<file path="src/sv/fspa_pkg.sv">
// Shared types, constants and helper functions for the fan and strip primitive assembler.
`timescale 1ns / 1ps

package fspa_pkg;

    localparam int IndexWidth  = 32;
    localparam int CountWidth  = 24;
    localparam int LengthWidth = 16;
    localparam int CfgIdxWidth = 2;
    localparam int CfgDataWidth = 24;
    localparam int QueueDepth  = 4;
    localparam int QueuePtrWidth = $clog2(QueueDepth);
    localparam int QueueCntWidth = $clog2(QueueDepth + 1);

    localparam logic [CfgIdxWidth-1:0] CFG_ASSEMBLY_MODE    = 2'd0;
    localparam logic [CfgIdxWidth-1:0] CFG_SHORT_OUTPUT     = 2'd1;
    localparam logic [CfgIdxWidth-1:0] CFG_CAPACITY_INDICES = 2'd2;

    localparam logic MODE_FAN   = 1'b0;
    localparam logic MODE_STRIP = 1'b1;

    localparam logic [CountWidth-1:0] CAPACITY_RESET = {CountWidth{1'b1}};
    localparam logic [CountWidth-1:0] TRI_INDICES = 24'd3;

    typedef struct packed {
        logic [IndexWidth-1:0] vertex_a;
        logic [IndexWidth-1:0] vertex_b;
        logic [IndexWidth-1:0] vertex_c;
        logic [CountWidth-1:0] indices_total;
    } tri_t;

    // Indices a fan list of the given length needs: 3 * (length - 2) for lengths above 2.
    function automatic logic [CountWidth:0] fan_need(input logic [LengthWidth-1:0] len);
        logic [LengthWidth-1:0] d;
        logic [LengthWidth+1:0] n;
        d = len - 16'd2;
        n = {2'b00, d} + {1'b0, d, 1'b0};
        if (len > 16'd2)
        begin
            fan_need = {{(CountWidth-LengthWidth-1){1'b0}}, n};
        end
        else
        begin
            fan_need = '0;
        end
    endfunction

    function automatic logic [IndexWidth-1:0] shape_index(input logic short_out,
                                                          input logic [IndexWidth-1:0] v);
        if (short_out)
        begin
            shape_index = {16'h0000, v[15:0]};
        end
        else
        begin
            shape_index = v;
        end
    endfunction

endpackage

</file>
<file path="src/sv/fspa_front.sv">
// Front part: configuration registers, list and strip state, and triangle formation per item.
`timescale 1ns / 1ps

module fspa_front
    import fspa_pkg::*;
(
    input  logic                    clk,
    input  logic                    rst_n,
    input  logic                    cfg_write,
    input  logic [CfgIdxWidth-1:0]  cfg_index,
    input  logic [CfgDataWidth-1:0] cfg_data,
    input  logic                    accept,
    input  logic [IndexWidth-1:0]   index_value,
    input  logic                    first_in_list,
    input  logic [LengthWidth-1:0]  list_size,
    input  logic                    new_mesh,
    output logic                    push,
    output tri_t                    push_tri
);

    logic                   mode_reg;
    logic                   short_reg;
    logic [CountWidth-1:0]  cap_reg;

    logic [LengthWidth-1:0] list_position_reg, list_position_next;
    logic [LengthWidth-1:0] list_limit_reg, list_limit_next;
    logic [IndexWidth-1:0]  fan_center_reg, fan_center_next;
    logic [IndexWidth-1:0]  older_vertex_reg, older_vertex_next;
    logic [IndexWidth-1:0]  newer_vertex_reg, newer_vertex_next;
    logic                   older_valid_reg, older_valid_next;
    logic                   newer_valid_reg, newer_valid_next;
    logic                   winding_flip_reg, winding_flip_next;
    logic [CountWidth-1:0]  emitted_count_reg, emitted_count_next;
    logic                   halted_reg, halted_next;

    logic                   emit;
    logic [IndexWidth-1:0]  ta, tb, tc;
    logic                   room_fan, room_tri;
    logic [CountWidth-1:0]  base_count;

    assign base_count = new_mesh ? '0 : emitted_count_reg;
    assign room_fan = ({1'b0, base_count} + fan_need(list_size)) <= {1'b0, cap_reg};
    assign room_tri = ({1'b0, base_count} + {1'b0, TRI_INDICES}) <= {1'b0, cap_reg};

    always_comb
    begin
        list_position_next = list_position_reg;
        list_limit_next    = list_limit_reg;
        fan_center_next    = fan_center_reg;
        older_vertex_next  = older_vertex_reg;
        newer_vertex_next  = newer_vertex_reg;
        older_valid_next   = older_valid_reg;
        newer_valid_next   = newer_valid_reg;
        winding_flip_next  = winding_flip_reg;
        emitted_count_next = base_count;
        halted_next        = new_mesh ? 1'b0 : halted_reg;
        emit = 1'b0;
        ta = fan_center_reg;
        tb = newer_vertex_reg;
        tc = index_value;
        if (!halted_next)
        begin
            if (mode_reg == MODE_FAN)
            begin
                if (first_in_list)
                begin
                    list_limit_next    = list_size;
                    list_position_next = '0;
                    if (!room_fan)
                    begin
                        halted_next = 1'b1;
                    end
                end
                if (!halted_next && (list_position_next < list_limit_next))
                begin
                    list_position_next = list_position_next + 16'd1;
                    if (list_position_next == 16'd1)
                    begin
                        fan_center_next = index_value;
                    end
                    else if (list_position_next == 16'd2)
                    begin
                        newer_vertex_next = index_value;
                    end
                    else
                    begin
                        emit = 1'b1;
                        ta = fan_center_reg;
                        tb = newer_vertex_reg;
                        tc = index_value;
                        newer_vertex_next = index_value;
                    end
                end
            end
            else
            begin
                if (first_in_list)
                begin
                    if (!room_tri)
                    begin
                        halted_next = 1'b1;
                    end
                    else
                    begin
                        older_valid_next  = 1'b0;
                        newer_valid_next  = 1'b0;
                        winding_flip_next = 1'b1;
                    end
                end
                if (!halted_next)
                begin
                    if (index_value[IndexWidth-1])
                    begin
                        older_valid_next  = 1'b0;
                        newer_valid_next  = 1'b0;
                        winding_flip_next = 1'b1;
                    end
                    else if (!older_valid_next)
                    begin
                        older_vertex_next = index_value;
                        older_valid_next  = 1'b1;
                    end
                    else if (!newer_valid_next)
                    begin
                        newer_vertex_next = index_value;
                        newer_valid_next  = 1'b1;
                    end
                    else if (!room_tri)
                    begin
                        halted_next = 1'b1;
                    end
                    else
                    begin
                        emit = 1'b1;
                        winding_flip_next = !winding_flip_next;
                        older_vertex_next = newer_vertex_reg;
                        newer_vertex_next = index_value;
                        tc = index_value;
                        if (winding_flip_next)
                        begin
                            ta = newer_vertex_reg;
                            tb = older_vertex_reg;
                        end
                        else
                        begin
                            ta = older_vertex_reg;
                            tb = newer_vertex_reg;
                        end
                    end
                end
            end
        end
        if (emit)
        begin
            emitted_count_next = base_count + TRI_INDICES;
        end
    end

    assign push = accept && emit;
    assign push_tri.vertex_a      = shape_index(short_reg, ta);
    assign push_tri.vertex_b      = shape_index(short_reg, tb);
    assign push_tri.vertex_c      = shape_index(short_reg, tc);
    assign push_tri.indices_total = emitted_count_next;

    always_ff @(posedge clk or negedge rst_n)
    begin
        if (!rst_n)
        begin
            mode_reg  <= MODE_FAN;
            short_reg <= 1'b0;
            cap_reg   <= CAPACITY_RESET;
        end
        else if (cfg_write)
        begin
            unique case (cfg_index)
                CFG_ASSEMBLY_MODE:    mode_reg  <= cfg_data[0];
                CFG_SHORT_OUTPUT:     short_reg <= cfg_data[0];
                CFG_CAPACITY_INDICES: cap_reg   <= cfg_data[CountWidth-1:0];
                default:              ;
            endcase
        end
    end

    always_ff @(posedge clk or negedge rst_n)
    begin
        if (!rst_n)
        begin
            list_position_reg <= '0;
            list_limit_reg    <= '0;
            fan_center_reg    <= '0;
            older_vertex_reg  <= '0;
            newer_vertex_reg  <= '0;
            older_valid_reg   <= 1'b0;
            newer_valid_reg   <= 1'b0;
            winding_flip_reg  <= 1'b1;
            emitted_count_reg <= '0;
            halted_reg        <= 1'b0;
        end
        else if (accept)
        begin
            list_position_reg <= list_position_next;
            list_limit_reg    <= list_limit_next;
            fan_center_reg    <= fan_center_next;
            older_vertex_reg  <= older_vertex_next;
            newer_vertex_reg  <= newer_vertex_next;
            older_valid_reg   <= older_valid_next;
            newer_valid_reg   <= newer_valid_next;
            winding_flip_reg  <= winding_flip_next;
            emitted_count_reg <= emitted_count_next;
            halted_reg        <= halted_next;
        end
    end

endmodule

</file>
<file path="src/sv/fspa_queue.sv">
// Short triangle queue between the front part and the output stage.
`timescale 1ns / 1ps

module fspa_queue
    import fspa_pkg::*;
(
    input  logic clk,
    input  logic rst_n,
    input  logic push,
    input  tri_t push_tri,
    input  logic pop,
    output tri_t head_tri,
    output logic empty,
    output logic full
);

    tri_t                     mem [QueueDepth];
    logic [QueuePtrWidth-1:0] wr_ptr_reg;
    logic [QueuePtrWidth-1:0] rd_ptr_reg;
    logic [QueueCntWidth-1:0] count_reg;

    assign empty    = (count_reg == '0);
    assign full     = (count_reg == QueueCntWidth'(QueueDepth));
    assign head_tri = mem[rd_ptr_reg];

    always_ff @(posedge clk)
    begin
        if (push)
        begin
            mem[wr_ptr_reg] <= push_tri;
        end
    end

    always_ff @(posedge clk or negedge rst_n)
    begin
        if (!rst_n)
        begin
            wr_ptr_reg <= '0;
            rd_ptr_reg <= '0;
            count_reg  <= '0;
        end
        else
        begin
            if (push)
            begin
                wr_ptr_reg <= wr_ptr_reg + 1'b1;
            end
            if (pop)
            begin
                rd_ptr_reg <= rd_ptr_reg + 1'b1;
            end
            if (push && !pop)
            begin
                count_reg <= count_reg + 1'b1;
            end
            else if (pop && !push)
            begin
                count_reg <= count_reg - 1'b1;
            end
        end
    end

endmodule

</file>
<file path="src/sv/fspa_back.sv">
// Back part: output register that presents one triangle item at a time.
`timescale 1ns / 1ps

module fspa_back
    import fspa_pkg::*;
(
    input  logic                  clk,
    input  logic                  rst_n,
    input  logic                  q_empty,
    input  tri_t                  head_tri,
    output logic                  pop,
    input  logic                  out_stall,
    output logic                  out_valid,
    output logic [IndexWidth-1:0] vertex_a,
    output logic [IndexWidth-1:0] vertex_b,
    output logic [IndexWidth-1:0] vertex_c,
    output logic [CountWidth-1:0] indices_total
);

    logic out_valid_reg;
    tri_t out_tri_reg;

    assign pop = !q_empty && (!out_valid_reg || !out_stall);

    always_ff @(posedge clk or negedge rst_n)
    begin
        if (!rst_n)
        begin
            out_valid_reg <= 1'b0;
        end
        else if (pop)
        begin
            out_valid_reg <= 1'b1;
        end
        else if (!out_stall)
        begin
            out_valid_reg <= 1'b0;
        end
    end

    always_ff @(posedge clk)
    begin
        if (pop)
        begin
            out_tri_reg <= head_tri;
        end
    end

    assign out_valid     = out_valid_reg;
    assign vertex_a      = out_tri_reg.vertex_a;
    assign vertex_b      = out_tri_reg.vertex_b;
    assign vertex_c      = out_tri_reg.vertex_c;
    assign indices_total = out_tri_reg.indices_total;

endmodule

</file>
<file path="src/sv/fan_strip_primitive_assembler.sv">
// Top level of the fan and strip primitive assembler.
//
// The input channel (in_valid, in_stall) takes one vertex index item per clock while in_stall
// is low, with its list marker, list length and new-mesh flag. Each item yields zero or one
// triangle item on the output channel (out_valid, out_stall), carrying three
// indices and the running count of emitted indices.
// Items are classified and the assembly state is updated in the cycle of acceptance;
// triangles then pass through a four-entry queue into an output register.
// A triangle is written into the queue when its input item is accepted and is then loaded
// into the output register; the sustained rate is one item per clock while in_stall is
// low.
// When the receiver stalls, the output register holds its item and the queue
// fills; in_stall rises once the queue is full and falls as soon as an entry drains.
// Configuration writes (cfg_write, cfg_index, cfg_data) take effect at the next edge
// and must be made while the block is idle; the block itself does not enforce this.
// Reset clears the queue, the output valid, the assembly state and sets the
// configuration to fan mode, full-width indices and the largest capacity.
`timescale 1ns / 1ps

module fan_strip_primitive_assembler
    import fspa_pkg::*;
(
    input  logic                    clk,
    input  logic                    rst_n,
    input  logic                    cfg_write,
    input  logic [CfgIdxWidth-1:0]  cfg_index,
    input  logic [CfgDataWidth-1:0] cfg_data,
    input  logic                    in_valid,
    output logic                    in_stall,
    input  logic [IndexWidth-1:0]   index_value,
    input  logic                    first_in_list,
    input  logic [LengthWidth-1:0]  list_size,
    input  logic                    new_mesh,
    output logic                    out_valid,
    input  logic                    out_stall,
    output logic [IndexWidth-1:0]   vertex_a,
    output logic [IndexWidth-1:0]   vertex_b,
    output logic [IndexWidth-1:0]   vertex_c,
    output logic [CountWidth-1:0]   indices_total
);

    logic accept;
    logic push;
    tri_t push_tri;
    logic pop;
    tri_t head_tri;
    logic q_empty;
    logic q_full;

    assign in_stall = q_full;
    assign accept   = in_valid && !q_full;

    fspa_front u_front
    (
        .clk           (clk),
        .rst_n         (rst_n),
        .cfg_write     (cfg_write),
        .cfg_index     (cfg_index),
        .cfg_data      (cfg_data),
        .accept        (accept),
        .index_value   (index_value),
        .first_in_list (first_in_list),
        .list_size     (list_size),
        .new_mesh      (new_mesh),
        .push          (push),
        .push_tri      (push_tri)
    );

    fspa_queue u_queue
    (
        .clk      (clk),
        .rst_n    (rst_n),
        .push     (push),
        .push_tri (push_tri),
        .pop      (pop),
        .head_tri (head_tri),
        .empty    (q_empty),
        .full     (q_full)
    );

    fspa_back u_back
    (
        .clk           (clk),
        .rst_n         (rst_n),
        .q_empty       (q_empty),
        .head_tri      (head_tri),
        .pop           (pop),
        .out_stall     (out_stall),
        .out_valid     (out_valid),
        .vertex_a      (vertex_a),
        .vertex_b      (vertex_b),
        .vertex_c      (vertex_c),
        .indices_total (indices_total)
    );

endmodule
</file>
<file path="config.mk">
export PLATFORM = sky130hd
export DESIGN_NAME = fan_strip_primitive_assembler
export DESIGN_NICKNAME = d
export VERILOG_FILES = /design/src/sv/fspa_pkg.sv /design/src/sv/fspa_front.sv /design/src/sv/fspa_queue.sv /design/src/sv/fspa_back.sv /design/src/sv/fan_strip_primitive_assembler.sv
export SDC_FILE = /design/constraint.sdc
export NUM_CORES = 1
export LEC_CHECK = 0
export ABC_AREA = 1
export BUFFER_PORTS_ARGS = -buffer_cell sky130_fd_sc_hd__buf_2
export CAP_MARGIN = 30
export CORE_UTILIZATION = 55
export CTS_CLUSTER_DIAMETER = 120
export DETAILED_ROUTE_END_ITERATION = 6
export PLACE_DENSITY_LB_ADDON = 0.08
export SYNTH_ARGS = -nofsm -noshare
export SYNTH_HDL_FRONTEND = slang
export SYNTH_SLANG_ARGS = --single-unit
</file>
<file path="constraint.sdc">
create_clock -name clk -period 10.78 [get_ports clk]
set_input_delay 2.156 -clock clk [delete_from_list [all_inputs] [get_ports clk]]
set_output_delay 2.156 -clock clk [all_outputs]
set_load 0.02 [all_outputs]
</file>
Word level (Yosys, flattened, before mapping)
Memories as Yosys holds them, arrays and structs flattened. A register that Yosys moved wholly into a read port is not among the register bits.
Cells that the tools add are included.

word-level totals
  register bits after elaboration = 190
  bits in latches = 0
  RAM bits = 480
  bits in read-only memories = 0
  bits of input ports = 81
  output and inout port bits = 122
  logic and storage cells = 169
  memories kept = 1

operators by class
  $add $sub $neg = 10
  $mul = 0
  div/mod/pow operators = 0
  magnitude comparators = 4
  equal/unequal tests = 13
  shifts and indexed selects = 0
  multiplexer cells = 93
  bitwise logic cells = 4
  reduce and logical (&&, ||, !) cells = 27

memories
  name         depth  bits a word  rd ports  clocked after memory_dff  wr ports  line              RTL
  u_queue.mem  4      120          1         1                         1         fspa_queue.sv:17  tri_t mem [QueueDepth];

operators by type and width
  operator                                                                  number
  32-bit 2-to-1 mux                                                         30
  16-bit 2-to-1 mux                                                         7
  1-bit 2-to-1 mux                                                          51
  25-bit by 24-bit less-or-equal comparator with 1-bit output               2
  24-bit 2-to-1 mux                                                         2
  24-bit by 18-bit adder with 25-bit output                                 1
  24-bit by 2-bit adder with 25-bit output (second input constant)          1
  24-bit by 2-bit adder with 24-bit output (second input constant)          1
  16-bit by 17-bit adder with 18-bit output                                 1
  18-bit 2-to-1 mux                                                         1
  16-bit by 1-bit adder with 16-bit output (second input constant)          1
  16-bit by 1-bit equality test with 1-bit output (second input constant)   1
  16-bit by 2-bit equality test with 1-bit output (second input constant)   1
  16-bit by 2-bit > comparator with 1-bit output (second input constant)    1
  16-bit less-than comparator                                               1
  16-bit by 2-bit subtractor with 16-bit output (second input constant)     1
  1-bit zero test                                                           8
  2-bit inequality test (second input constant)                             4
  8-bit AND reduction                                                       1
  7-bit AND reduction                                                       1
  1-bit logical AND                                                         6
  3-bit 2-to-1 mux                                                          2
  2-bit by 1-bit inequality test with 1-bit output (second input constant)  3
  2-bit AND reduction                                                       3
  other kinds (14)                                                          20

Logic depth before layout (Yosys ltp)
Gate-level depths: netlist (run 1).

  depth in word-level cells = 19
  depth in mapped cells = 48
  depth with buffers taken out = 48

Cells and area by module
A second synthesis (run 1) with hierarchy kept.

second synthesis, totals
  cell total of the unflattened synthesis = 3726
  area, all modules = 37743.7 sq um

by module, submodules not included
  module                         instances  cells each  area each (sq um)  seq. area each (sq um)
  fspa_queue                     1          1448        19446.2            14589.0
  fspa_front                     1          2152        14642.8            4585.6
  fspa_back                      1          124         3644.7             3628.5
  fan_strip_primitive_assembler  1          2           10.0               0.0

Worst setup path after synthesis (run 1)
Ideal clock, no wire load.

  path type = input port to flip-flop
  from = input port list_size[1]
  to = memory u_queue.mem[0][0] in the netlist's numbering, enable pin
  setup time = 601 ps
  arrival time = 12194 ps
  data required time = 10179 ps
  path slack = -2015 ps
  stages = 36
  path buffers = 0
  cells stage by stage = inv_1 -> ha_1 -> xor2_1 -> ha_1 -> nand3_1 -> a21oi_1 -> nor2_1 -> o21bai_1 -> nand2_1 -> o21ai_0 -> and2_1 -> nor3_1 -> ha_1 -> nand2_1 -> inv_1 -> nand3_1 -> o21ai_0 -> a21boi_0 -> o21ai_0 -> a21boi_0 -> o21ai_0 -> nand2_1 -> xor2_1 -> ha_1 -> nand2_1 -> inv_1 -> nand4_1 -> nor3b_1 -> nand2_1 -> nand2_1 -> inv_1 -> nand2_1 -> nand3_1 -> nand2_2 -> nand3_1 -> nor2_1

between the ends
  longest elaborated chain between the ends = 17
  elaborated cells between the ends (all ways) = 22
  classes of those cells = 3 x add/sub; 3 x order compare; 13 x mux; 3 x reduce/logical

RTL lines
  element                                                      line                                 RTL
  from (decl)                                                  fan_strip_primitive_assembler.sv:32  input logic [LengthWidth-1:0] list_size,
  16-bit by 2-bit subtractor with 16-bit output                fspa_pkg.sv:36                       d = len - 16'd2;
  16-bit by 17-bit adder with 18-bit output                    fspa_pkg.sv:37                       n = {2'b00, d} + {1'b0, d, 1'b0};
  18-bit 2-to-1 mux                                            fspa_pkg.sv:38                       if (len > 16'd2)
  24-bit by 18-bit adder with 25-bit output                    fspa_front.sv:42                     assign room_fan = ({1'b0, base_count} + fan_need(list_size)) <= {1'b0, cap_reg};
  25-bit by 24-bit less-or-equal comparator with 1-bit output  fspa_front.sv:42
  1-bit 2-to-1 mux                                             fspa_front.sv:69                     if (!room_fan)
  1-bit 2-to-1 mux                                             fspa_front.sv:65                     if (first_in_list)
  1-bit 2-to-1 mux                                             fspa_front.sv:63                     if (mode_reg == MODE_FAN)
  1-bit 2-to-1 mux                                             fspa_front.sv:61                     if (!halted_next)
  1-bit zero test                                              fspa_front.sv:74                     if (!halted_next && (list_position_next < list_limit_next))
  1-bit logical AND *                                          fspa_front.sv:74
  1-bit 2-to-1 mux *                                           fspa_front.sv:74
  1-bit 2-to-1 mux *                                           fspa_front.sv:63
  1-bit 2-to-1 mux *                                           fspa_front.sv:61
  1-bit logical AND *                                          fspa_front.sv:159                    assign push = accept && emit;
  1-bit 2-to-1 mux *                                           fspa_queue.sv:28                     if (push)
  1-bit 2-to-1 mux (implied by the code) *                     fspa_queue.sv:30                     mem[wr_ptr_reg] <= push_tri;
  to (decl)                                                    fspa_queue.sv:17

Mark *: on every way between the ends. The rest lies on a longest branch, timed or not. The select of a mux whose other input is x is not followed.

Final worst setup path (run 1)
  from = input port list_size[1]
  to = register u_queue.count_reg[2]

between the ends
  longest elaborated chain between the ends = 18
  elaborated cells between the ends (all ways) = 25
  classes of those cells = 3 x add/sub; 3 x order compare; 12 x mux; 7 x reduce/logical

RTL lines
  element                                                      line                                 RTL
  16-bit by 2-bit subtractor with 16-bit output                fspa_pkg.sv:36
  16-bit by 17-bit adder with 18-bit output                    fspa_pkg.sv:37
  18-bit 2-to-1 mux                                            fspa_pkg.sv:38
  24-bit by 18-bit adder with 25-bit output                    fspa_front.sv:42
  25-bit by 24-bit less-or-equal comparator with 1-bit output  fspa_front.sv:42
  1-bit 2-to-1 mux                                             fspa_front.sv:69
  1-bit 2-to-1 mux                                             fspa_front.sv:65
  1-bit 2-to-1 mux                                             fspa_front.sv:63
  [... 3 more ...]                                             --
  1-bit 2-to-1 mux *                                           fspa_front.sv:74
  1-bit 2-to-1 mux *                                           fspa_front.sv:63
  1-bit 2-to-1 mux *                                           fspa_front.sv:61
  1-bit logical AND *                                          fspa_front.sv:159
  net push                                                     fan_strip_primitive_assembler.sv:43  logic push;
  1-bit zero test                                              fspa_queue.sv:56                     else if (pop && !push)
  1-bit logical AND                                            fspa_queue.sv:56
  2-bit nonzero test (no source line)                          --
  to (signal assigned)                                         fspa_queue.sv:54                     count_reg <= count_reg + 1'b1;
  to (signal assigned)                                         fspa_queue.sv:58                     count_reg <= count_reg - 1'b1;
  to (decl)                                                    fspa_queue.sv:20                     logic [QueueCntWidth-1:0] count_reg;

The timed path passes the listed nets; every way through them passes the cells marked *. The select of a mux whose other input is x is not followed.
A chain may end at the register's enable or synchronous reset.

==> metrics.yaml, run 1 <==
status: "finished, final reports clean"
post_cts_buffers: 0
post_cts_resize_count: 0
internal-power_mw: 7.31
synthMuxAreaShare_pct: 0.0867
finalNetCount: 3844
r2r-start: "u_front.emitted_count_reg[0]"
cts_max_level: 3
final_cell_mix: "600 x edfxtp_1, 578 x nand2_1, 492 x nor2_1"
gr-total-overflow: 0
hpwl_um: 56700
worst_ep_arrival_time_ns: 9.78
r2r_setup_slack_ns: 4.51
synth-simple-area-share_pct: 14.7
num_io_pins: 203
area_growth_pct: 13.3
layout_commonest_cell: "edfxtp_1"
antenna_found_initial: 4
hp-class: "reg -> reg"
drt-initial-drc-count: 2072
clock_skew_ns: 0.0356
worstMarginPinSlew_ns: 0.963
cp_slowest_cell: "o21ai_0"
final_util_pct: 63.2
core-area_sq_mm: 0.0647
syn_inst: 3493
timing.rr.end: "u_queue.count_reg[2]"
regMostFlops: "u_queue.mem"
clock_sinks: 790
cp_max_fo: 26
async_reset_ff_share_pct: 24.1
p_switching_mw: 4.30
end_kind: "flop"
synth-edff-count: 600
avgRoutedWirePerCell_um: 19.5
rsz0062_at_grt: "no"
power_frac_seq_pct: 41.7
die_y_um: 258
cts_tree: "built"
largest_reg_flops: 480
maxCapViolations: 0
hold_viol: 0
clockPowerShare_pct: 24.9
grt_pass1_vias: 25000
p_leak_nw: 16.8
stdcell_area_sq_mm: 0.0409
worstSkewPairLatency_ns: 0.64
postRouteAntennaNets: 0
grt_pass1_wl_um: 138000
min_delay_worst_endpoint: "u_front.list_limit_reg[11]"
final_layout_size_suffix_gt1_share_pct: 12.1
ctsHoldBuffers: 0
vias: 25600
clk_pin_slew_ns: 0.06
fmax_mhz: 108
drc_errors: 0
cts-root-buf: "clkbuf_16"
initial_core_util_pct: 55.8
synth_area_sq_mm: 0.0361
p_comb_share_pct: 33.4
synthAdderAreaFrac_pct: 3.82
slew_viol_final: 0
synth_xor_xnor_area_share_pct: 1.50
routed_via_density: 5.60
place_congestion: 0.933
synth-compound-area-share_pct: 11.4
min_from: "u_front.list_limit_reg[11]"
r2r_cells: 33
cts_buffers: 82
period_share_pct: 86.1
netlist_top_cells_area: "edfxtp_1 50%, dfrtp_1 11%, nand2_1 6.0%"
yosysTopAreaCellShare_pct: 49.9
fin_crit_ns: 9.28
placed_area_sq_mm: 0.0380
yosysTopAreaCell: "edfxtp_1"
clock_path_buffers: 3
crit_type: "in -> reg"
dieArea_sq_mm: 0.0666
grt_max_degree: 211
ir_drop_mv: 0.201
synth_top_family_by_area: "simple AND/OR/NAND/NOR gates"
whs_path_depth: 2
p_per_area_mw_per_mm2: 284
startpoint_type: "input pin"
rows: 93
ys.flop_type: "edfxtp_1"
cp_data_required_time_ns: 11.28
critical_path.most_common_cell: "nand2_1"
synth_cell_types: 53
routed_wl_um: 89400
ys_seq_elements: 790
power_switching_share_pct: 37.0
port_buffers: 202
setup-violations-final: 0
grt_use_total_pct: 26.8
synth_nets: 3683
firstDrtPassIters: 6
die_x_um: 258
ys_seq_area_share_pct: 63.2
slew_headroom_pct: 35.4
yosysWarningCount: 0
critical-path-max-stage-delay_ns: 0.49
synth.avg_cell_area_sq_um: 10.3
area by class of cell:
type | instances | area, sq um
fillers | 5184 | 23800
flip-flops and latches | 790 | 22800
multi-input cells | 2218 | 11400
clock buffers | 112 | 2330
repair buffers | 239 | 1570
inverters | 323 | 1220
well taps | 855 | 1070
clock inverters | 40 | 482
diodes | 1 | 2.50
power groups by stage:
stage	logic (mW)	clock network, mW	registers [mW]
6_report	3.88	2.89	4.84
5_1_grt	4.30	3.06	4.92
4_1_cts	3.88	2.93	4.84
3_5_place_dp	3.86	0	4.89
3_3_place_gp	3.70	0	4.87
2_1_floorplan	2.31	0	5.13
critical path, delay by kind of cell:
kind	cells	cell delay (ns)
AOI/OAI and AO/OA	11	2.65
xor gates and xnor gates	3	0.51
adders and majority gates	6	1.67
buffers and inverters	8	0.75
and+or+nand+nor	16	2.01
metrics by stage:
stage	instances	setup TNS, ns	worst slack [ns]	power [mW]	hold WS, ns
global placement	4416	0	0.959	8.57	0.462
detailed placement	4421	0	0.848	8.75	0.466
finish	4578	0	1.50	11.6	0.484
floorplan	3493	-967.20	-2.02	7.44	0.448
CTS	4573	0	1.51	11.7	0.484
global route	4577	0	0.607	12.3	0.499
how the worst max path moves through the flow:
stage | to | depth (start not counted) | start
floorplan | u_queue.mem[0][0] | 36 | list_size[1]
global placement | u_queue.count_reg[2] | 44 | list_size[1]
detailed placement | u_queue.count_reg[2] | 44 | list_size[1]
CTS | u_queue.count_reg[2] | 44 | list_size[1]
global route | u_queue.count_reg[2] | 44 | list_size[1]
finish | u_queue.count_reg[2] | 44 | list_size[1]
routing by layer:
layer / vias up / routed length (um) / GRT usage, %
li1: 12300 / - / -
met1: 12400 / 37700 / 35.5
met2: 735 / 43900 / 45.2
met3: 149 / 5440 / 4.84
met4: 8 / 2360 / 8.23
met5: - / 58 / 0
cell usage after synthesis (2+ instances only):
cell and n:
nand4_1 44, nand2_2 10, nand3b_1 2, clkbuf_1 112, dfstp_2 25, buf_1 10
and2_1 26, nor4_1 2, dfrtp_1 165, nand2_1 579, o21a_1 3, o21ai_1 58
a21oi_4 2, fa_1 2, nor3_1 21, xor2_1 52, a21oi_1 92, inv_1 314
o21bai_1 2, buf_4 7, or2_2 3, nand3_2 2, o21ai_0 413, nand4_2 2
nand2_4 3, nor2_1 498, inv_2 7, o22ai_1 127, a21o_1 4, xnor2_1 10
buf_2 28, a31oi_1 24, buf_6 5, mux2i_1 2, a211oi_1 2, edfxtp_1 600
a21boi_0 5, nor2_2 10, ha_1 107, nand3_1 79, o211ai_1 21, nor3b_1 2
cells by family after synthesis:
logic type | after synthesis
and+or+nand+nor | 1287
xor gates and xnor gates | 62
adders and majority gates | 109
AOI/OAI and AO/OA | 757
buffers and inverters | 485
DFF | 790
muxes | 3
Note: power is estimated with default switching activity, not from simulation.
==> run 2: changes to the inputs <==
- CTS_BUF_LIST: not set -> sky130_fd_sc_hd__clkbuf_8
==> run 2 against run 1 <==
  * The flow now finishes with violations (design-rule violations)
  * Cell count increased by 2.0%
  * Final area decreased by 0.70%
  * Count of clock-buffer cells in the layout increased by 25
  * Highest routed layer unchanged
  * Setup slack improved by 0.11 ns
  * Hold slack about the same
  * Critical endpoint unchanged
  * Sequential cell count unchanged
  * Critical path type unchanged
==> metrics.yaml, run 2 (synthesis gave the netlist of run 1 again) <==
final_util_pct: 62.8
maxCapViolations: 0
dieArea_sq_mm: 0.0666
slew_headroom_pct: 31.7
cts_buffers: 131
clock_sinks: 790
place_congestion: 0.933
multi_input_area_sq_mm: 0.0114
post_cts_buffers: 0
p_leak_nw: 16.9
cp_data_required_time_ns: 11.43
regMostFlops: "u_queue.mem"
core-area_sq_mm: 0.0647
critical_path.most_common_cell: "nand2_1"
hold_viol: 0
critical-path-max-stage-delay_ns: 0.50
crit_type: "in -> reg"
regArea_sq_mm: 0.0228
startpoint_type: "input pin"
clock_skew_ns: 0.0357
routed_via_density: 5.55
final_cell_mix: "600 x edfxtp_1, 578 x nand2_1, 492 x nor2_1"
tns_ns: 0
die_y_um: 258
worst_ep_arrival_time_ns: 9.82
rows: 93
violations: "design-rule violations"
hp-class: "reg -> reg"
fin_crit_ns: 9.17
vias: 25900
grt_max_degree: 211
post_cts_resize_count: 0
fmax_mhz: 109
end_kind: "flop"
finalNetCount: 3893
fill_cells: 5303
cp_slowest_cell: "o21ai_0"
hpwl_um: 56700
cts_max_level: 4
slew_viol_final: 0
die_x_um: 258
gr-total-overflow: 0
antenna_found_initial: 6
grt_pass1_vias: 25500
placed_area_sq_mm: 0.0380
period_share_pct: 85.1
grt_pass1_wl_um: 139000
layout_commonest_cell: "edfxtp_1"
ctsHoldBuffers: 0
worstSkewPairLatency_ns: 0.78
area_growth_pct: 12.5
drc_errors: 4
drt-initial-drc-count: 2111
cp_max_fo: 26
cts_tree: "built"
p_per_area_mw_per_mm2: 277
stdcell_area_sq_mm: 0.0406
final_layout_size_suffix_gt1_share_pct: 13.0
ir_drop_mv: 0.218
avgRoutedWirePerCell_um: 19.3
setup-violations-final: 0
cts-root-buf: "clkbuf_8"
num_io_pins: 203
initial_core_util_pct: 55.8
worstMarginPinSlew_ns: 1.02
status: "finished with violations"
rsz0062_at_grt: "no"
clock_path_buffers: 3
postRouteAntennaNets: 0
routed_wl_um: 90200
firstDrtPassIters: 7
largest_reg_flops: 480
port_buffers: 202
clk_pin_slew_ns: 0.06
grt_use_total_pct: 27.1
==> run 2: cell types whose count changed in the layout (fill, tap and decap cells not counted), sizes merged <==
cell and change:
inv +57, clkinv +8, clkbuf +25, clkinvlp +1, diode +3, bufinv -2
==> run 2: final cells by class <==
class / count / share of cell area (%)
clock buffers: 137 / 4.64
inverters: 323 / 3.02
diodes: 4 / 0.0246
flip-flops and latches: 790 / 56.2
multi-input cells: 2218 / 28.1
well taps: 855 / 2.63
repair buffers: 239 / 3.87
clock inverters: 104 / 1.55
==> run 2: power breakdown <==
| part | internal [mW] | total (mW) | switching (mW) |
|---|---|---|---|
| registers | 4.47 | 4.84 | 0.374 |
| logic | 1.15 | 3.88 | 2.73 |
| clock network | 1.32 | 2.53 | 1.21 |
==> run 2: path summary, 6_finish.rpt <==
| check | from | end | slack (ns) | cells after the start |
|---|---|---|---|---|
| worst max-delay path | list_size[1] | u_queue.count_reg[2] | 1.61 | 44 |
| worst min register to register | u_front.list_limit_reg[11] | u_front.list_limit_reg[11] | 0.48 | 2 |
| max in group asynchronous | rst_n | u_queue.rd_ptr_reg[1] | 8.20 | 3 |
| worst max register to register | u_front.emitted_count_reg[0] | u_queue.count_reg[2] | 4.51 | 33 |
| worst min-delay path | u_front.list_limit_reg[11] | u_front.list_limit_reg[11] | 0.48 | 2 |
| min in group asynchronous | rst_n | u_front.emitted_count_reg[3] | 1.39 | 1 |
==> run 2: per-layer routing <==
layer	vias up	routed length, um	global-route usage, %
met2	799	43900	44.8
li1	12500	-	-
met1	12500	38200	35.2
met5	-	66	0
met4	10	2400	10.1
met3	156	5720	5.96
==> run 2: stage by stage <==
stage | hold WS, ns | setup slack, ns | instances | power, mW
finish | 0.485 | 1.61 | 4670 | 11.2
global route | 0.497 | 0.781 | 4668 | 11.9
CTS | 0.485 | 1.69 | 4662 | 11.3
detailed placement | 0.466 | 0.848 | 4421 | 8.75
global placement | 0.462 | 0.959 | 4416 | 8.57
floorplan | 0.448 | -2.02 | 3493 | 7.44
==> run 2: worst max-delay path: cells and delay by family <==
kind                       cells  cell delay, ns
AOI/OAI and AO/OA             11            2.70
xor gates and xnor gates       3            0.51
adders and majority gates      6            1.76
buffers and inverters          8            0.76
and+or+nand+nor               16            1.95
==> run 3: changes to the inputs <==
- clock period: 10.78 -> 11.02 ns (I/O delays scaled with it)
==> run 3 against run 2 <==
  * Total power fell by 3.3%
  * Clock power fell by 6%
  * Core utilization fell by 0.26 points
  * Via count barely moved
  * Critical path type unchanged
  * Count of clock-buffer cells in the layout fell by 5
  * Die area did not move
  * Combinational power fell by 3%
  * Non-clock buffer count rose by 3
  * Largest power group unchanged
  * Critical path depth fell by 1
  * Setup slack got worse by 0.23 ns
  * Sequential power fell by 2%
  * The flow now finishes without violations
==> metrics.yaml, run 3 (synthesis gave the netlist of run 1 again) <==
drc_errors: 0
avgRoutedWirePerCell_um: 19.1
final_cells: 4660
gr-total-overflow: 0
die_y_um: 258
cts-root-buf: "clkbuf_8"
cp_data_required_time_ns: 11.62
p_comb_share_pct: 34.6
postRouteAntennaNets: 0
rsz0062_at_grt: "no"
core-area_sq_mm: 0.0647
final_layout_size_suffix_gt1_share_pct: 12.9
rows: 93
hpwl_um: 57000
routed_via_density: 5.57
path_delay_family: "simple AND/OR/NAND/NOR gates"
end_kind: "flop"
stdcell_area_sq_mm: 0.0404
power_frac_seq_pct: 43.6
clock_path_buffers: 3
period_share_pct: 87.5
path_buf_inv: 7
grt_use_total_pct: 26.9
ir_drop_mv: 0.143
grt_util_met1_pct: 36.4
use_met2_pct: 43.7
critical-path-max-stage-delay_ns: 0.54
status: "finished, final reports clean"
grt_busiest_layer: "met2"
antenna_found_initial: 5
startpoint_type: "input pin"
largest_reg_flops: 480
hold_viol: 0
worstMarginPinSlew_ns: 0.994
regArea_sq_mm: 0.0228
p_total_mw: 10.9
cp_max_fo: 26
fmax_mhz: 104
drt-initial-drc-count: 1864
cts_buffers: 121
firstDrtPassIters: 6
cts_tree: "built"
port_buffers: 202
hp-class: "reg -> reg"
critical_path.most_common_cell: "nand2_1"
placed_area_sq_mm: 0.0380
clock_sinks: 790
worst_ep_arrival_time_ns: 10.25
dpl.cell_count: 4426
num_io_pins: 203
place_congestion: 0.915
grt_max_degree: 97
post_cts_resize_count: 0
dieArea_sq_mm: 0.0666
fill_cells: 5227
initial_core_util_pct: 55.8
layout_commonest_cell: "edfxtp_1"
power_switching_share_pct: 38.6
setup-violations-final: 0
internal-power_mw: 6.68
met3_usage_pct: 4.63
finalNetCount: 3886
p_switching_mw: 4.19
post_cts_buffers: 0
clock_skew_ns: 0.0354
routed_wl_um: 89200
worstSkewPairLatency_ns: 0.74
crit_type: "in -> reg"
clk_pin_slew_ns: 0.06
fin_crit_ns: 9.65
p_leak_nw: 16.8
cp_slowest_cell: "nand3_1"
area_growth_pct: 12.1
clockPowerShare_pct: 21.8
vias: 25900
final_cell_mix: "600 x edfxtp_1, 578 x nand2_1, 492 x nor2_1"
ctsHoldBuffers: 0
slew_headroom_pct: 33.8
cts_max_level: 3
grt_pass1_vias: 25300
multi_input_area_sq_mm: 0.0114
p_per_area_mw_per_mm2: 269
maxCapViolations: 0
grt_pass1_wl_um: 139000
regMostFlops: "u_queue.mem"
die_x_um: 258
slew_viol_final: 0
-- run 3: final cells by class --
class                           count  area share, %
Clock inverter                     99           1.43
Timing Repair Buffer              242           3.78
Antenna cell                        1        0.00619
Inverter                          323           3.03
Clock buffer                      132           4.49
Sequential cell                   790           56.4
Multi-Input combinational cell   2218           28.2
Tap cell                          855           2.65
-- run 3: path summary, 6_finish.rpt --
check                                        startpoint                      endpoint  slack [ns]  cells after the start
max                                        list_size[1]          u_queue.count_reg[2]        1.37                     43
min                          u_front.list_limit_reg[14]    u_front.list_limit_reg[14]        0.48                      2
max reg2reg                u_front.emitted_count_reg[0]          u_queue.count_reg[2]        4.37                     32
min reg2reg                  u_front.list_limit_reg[14]    u_front.list_limit_reg[14]        0.48                      2
max in group asynchronous                         rst_n  u_front.newer_vertex_reg[22]        7.38                      3
min in group asynchronous                         rst_n  u_front.emitted_count_reg[3]        1.52                      1
-- run 3: layer usage --
layer | share of wire, % | wire length, um
met1 | 43 | 38100
met2 | 48 | 42600
met3 | 6.5 | 5790
met5 | 0.066 | 59
met4 | 3.0 | 2640
-- run 3: power by group through the flow --
stage	clock network [mW]	registers (mW)	logic (mW)
after floorplan	0	5.02	2.26
after global placement	0	4.77	3.63
after detailed placement	0	4.80	3.76
after CTS	2.42	4.74	3.77
after global routing	2.55	4.82	4.19
final	2.37	4.74	3.77
-- run 3: worst reg2reg max path: cells and delay by family (launching register included) --
kind,cells,cell delay [ns]
simple gates,13,2.33
compound gates,8,1.95
fa+ha+maj,4,1.11
buf+inv,5,0.44
flops,1,0.35
xor+xnor,2,0.32
-- run 3: per-stage QoR --
stage / setup TNS, ns / util, % / hold slack, ns / setup slack (ns)
after CTS: 0 / 62.4 / 0.485 / 1.38
after global placement: 0 / 58.7 / 0.463 / 0.899
after detailed placement: 0 / 58.7 / 0.465 / 0.611
after global routing: 0 / 62.5 / 0.503 / 0.586
after floorplan: -875.04 / - / 0.448 / -1.82
final: 0 / 62.5 / 0.485 / 1.37
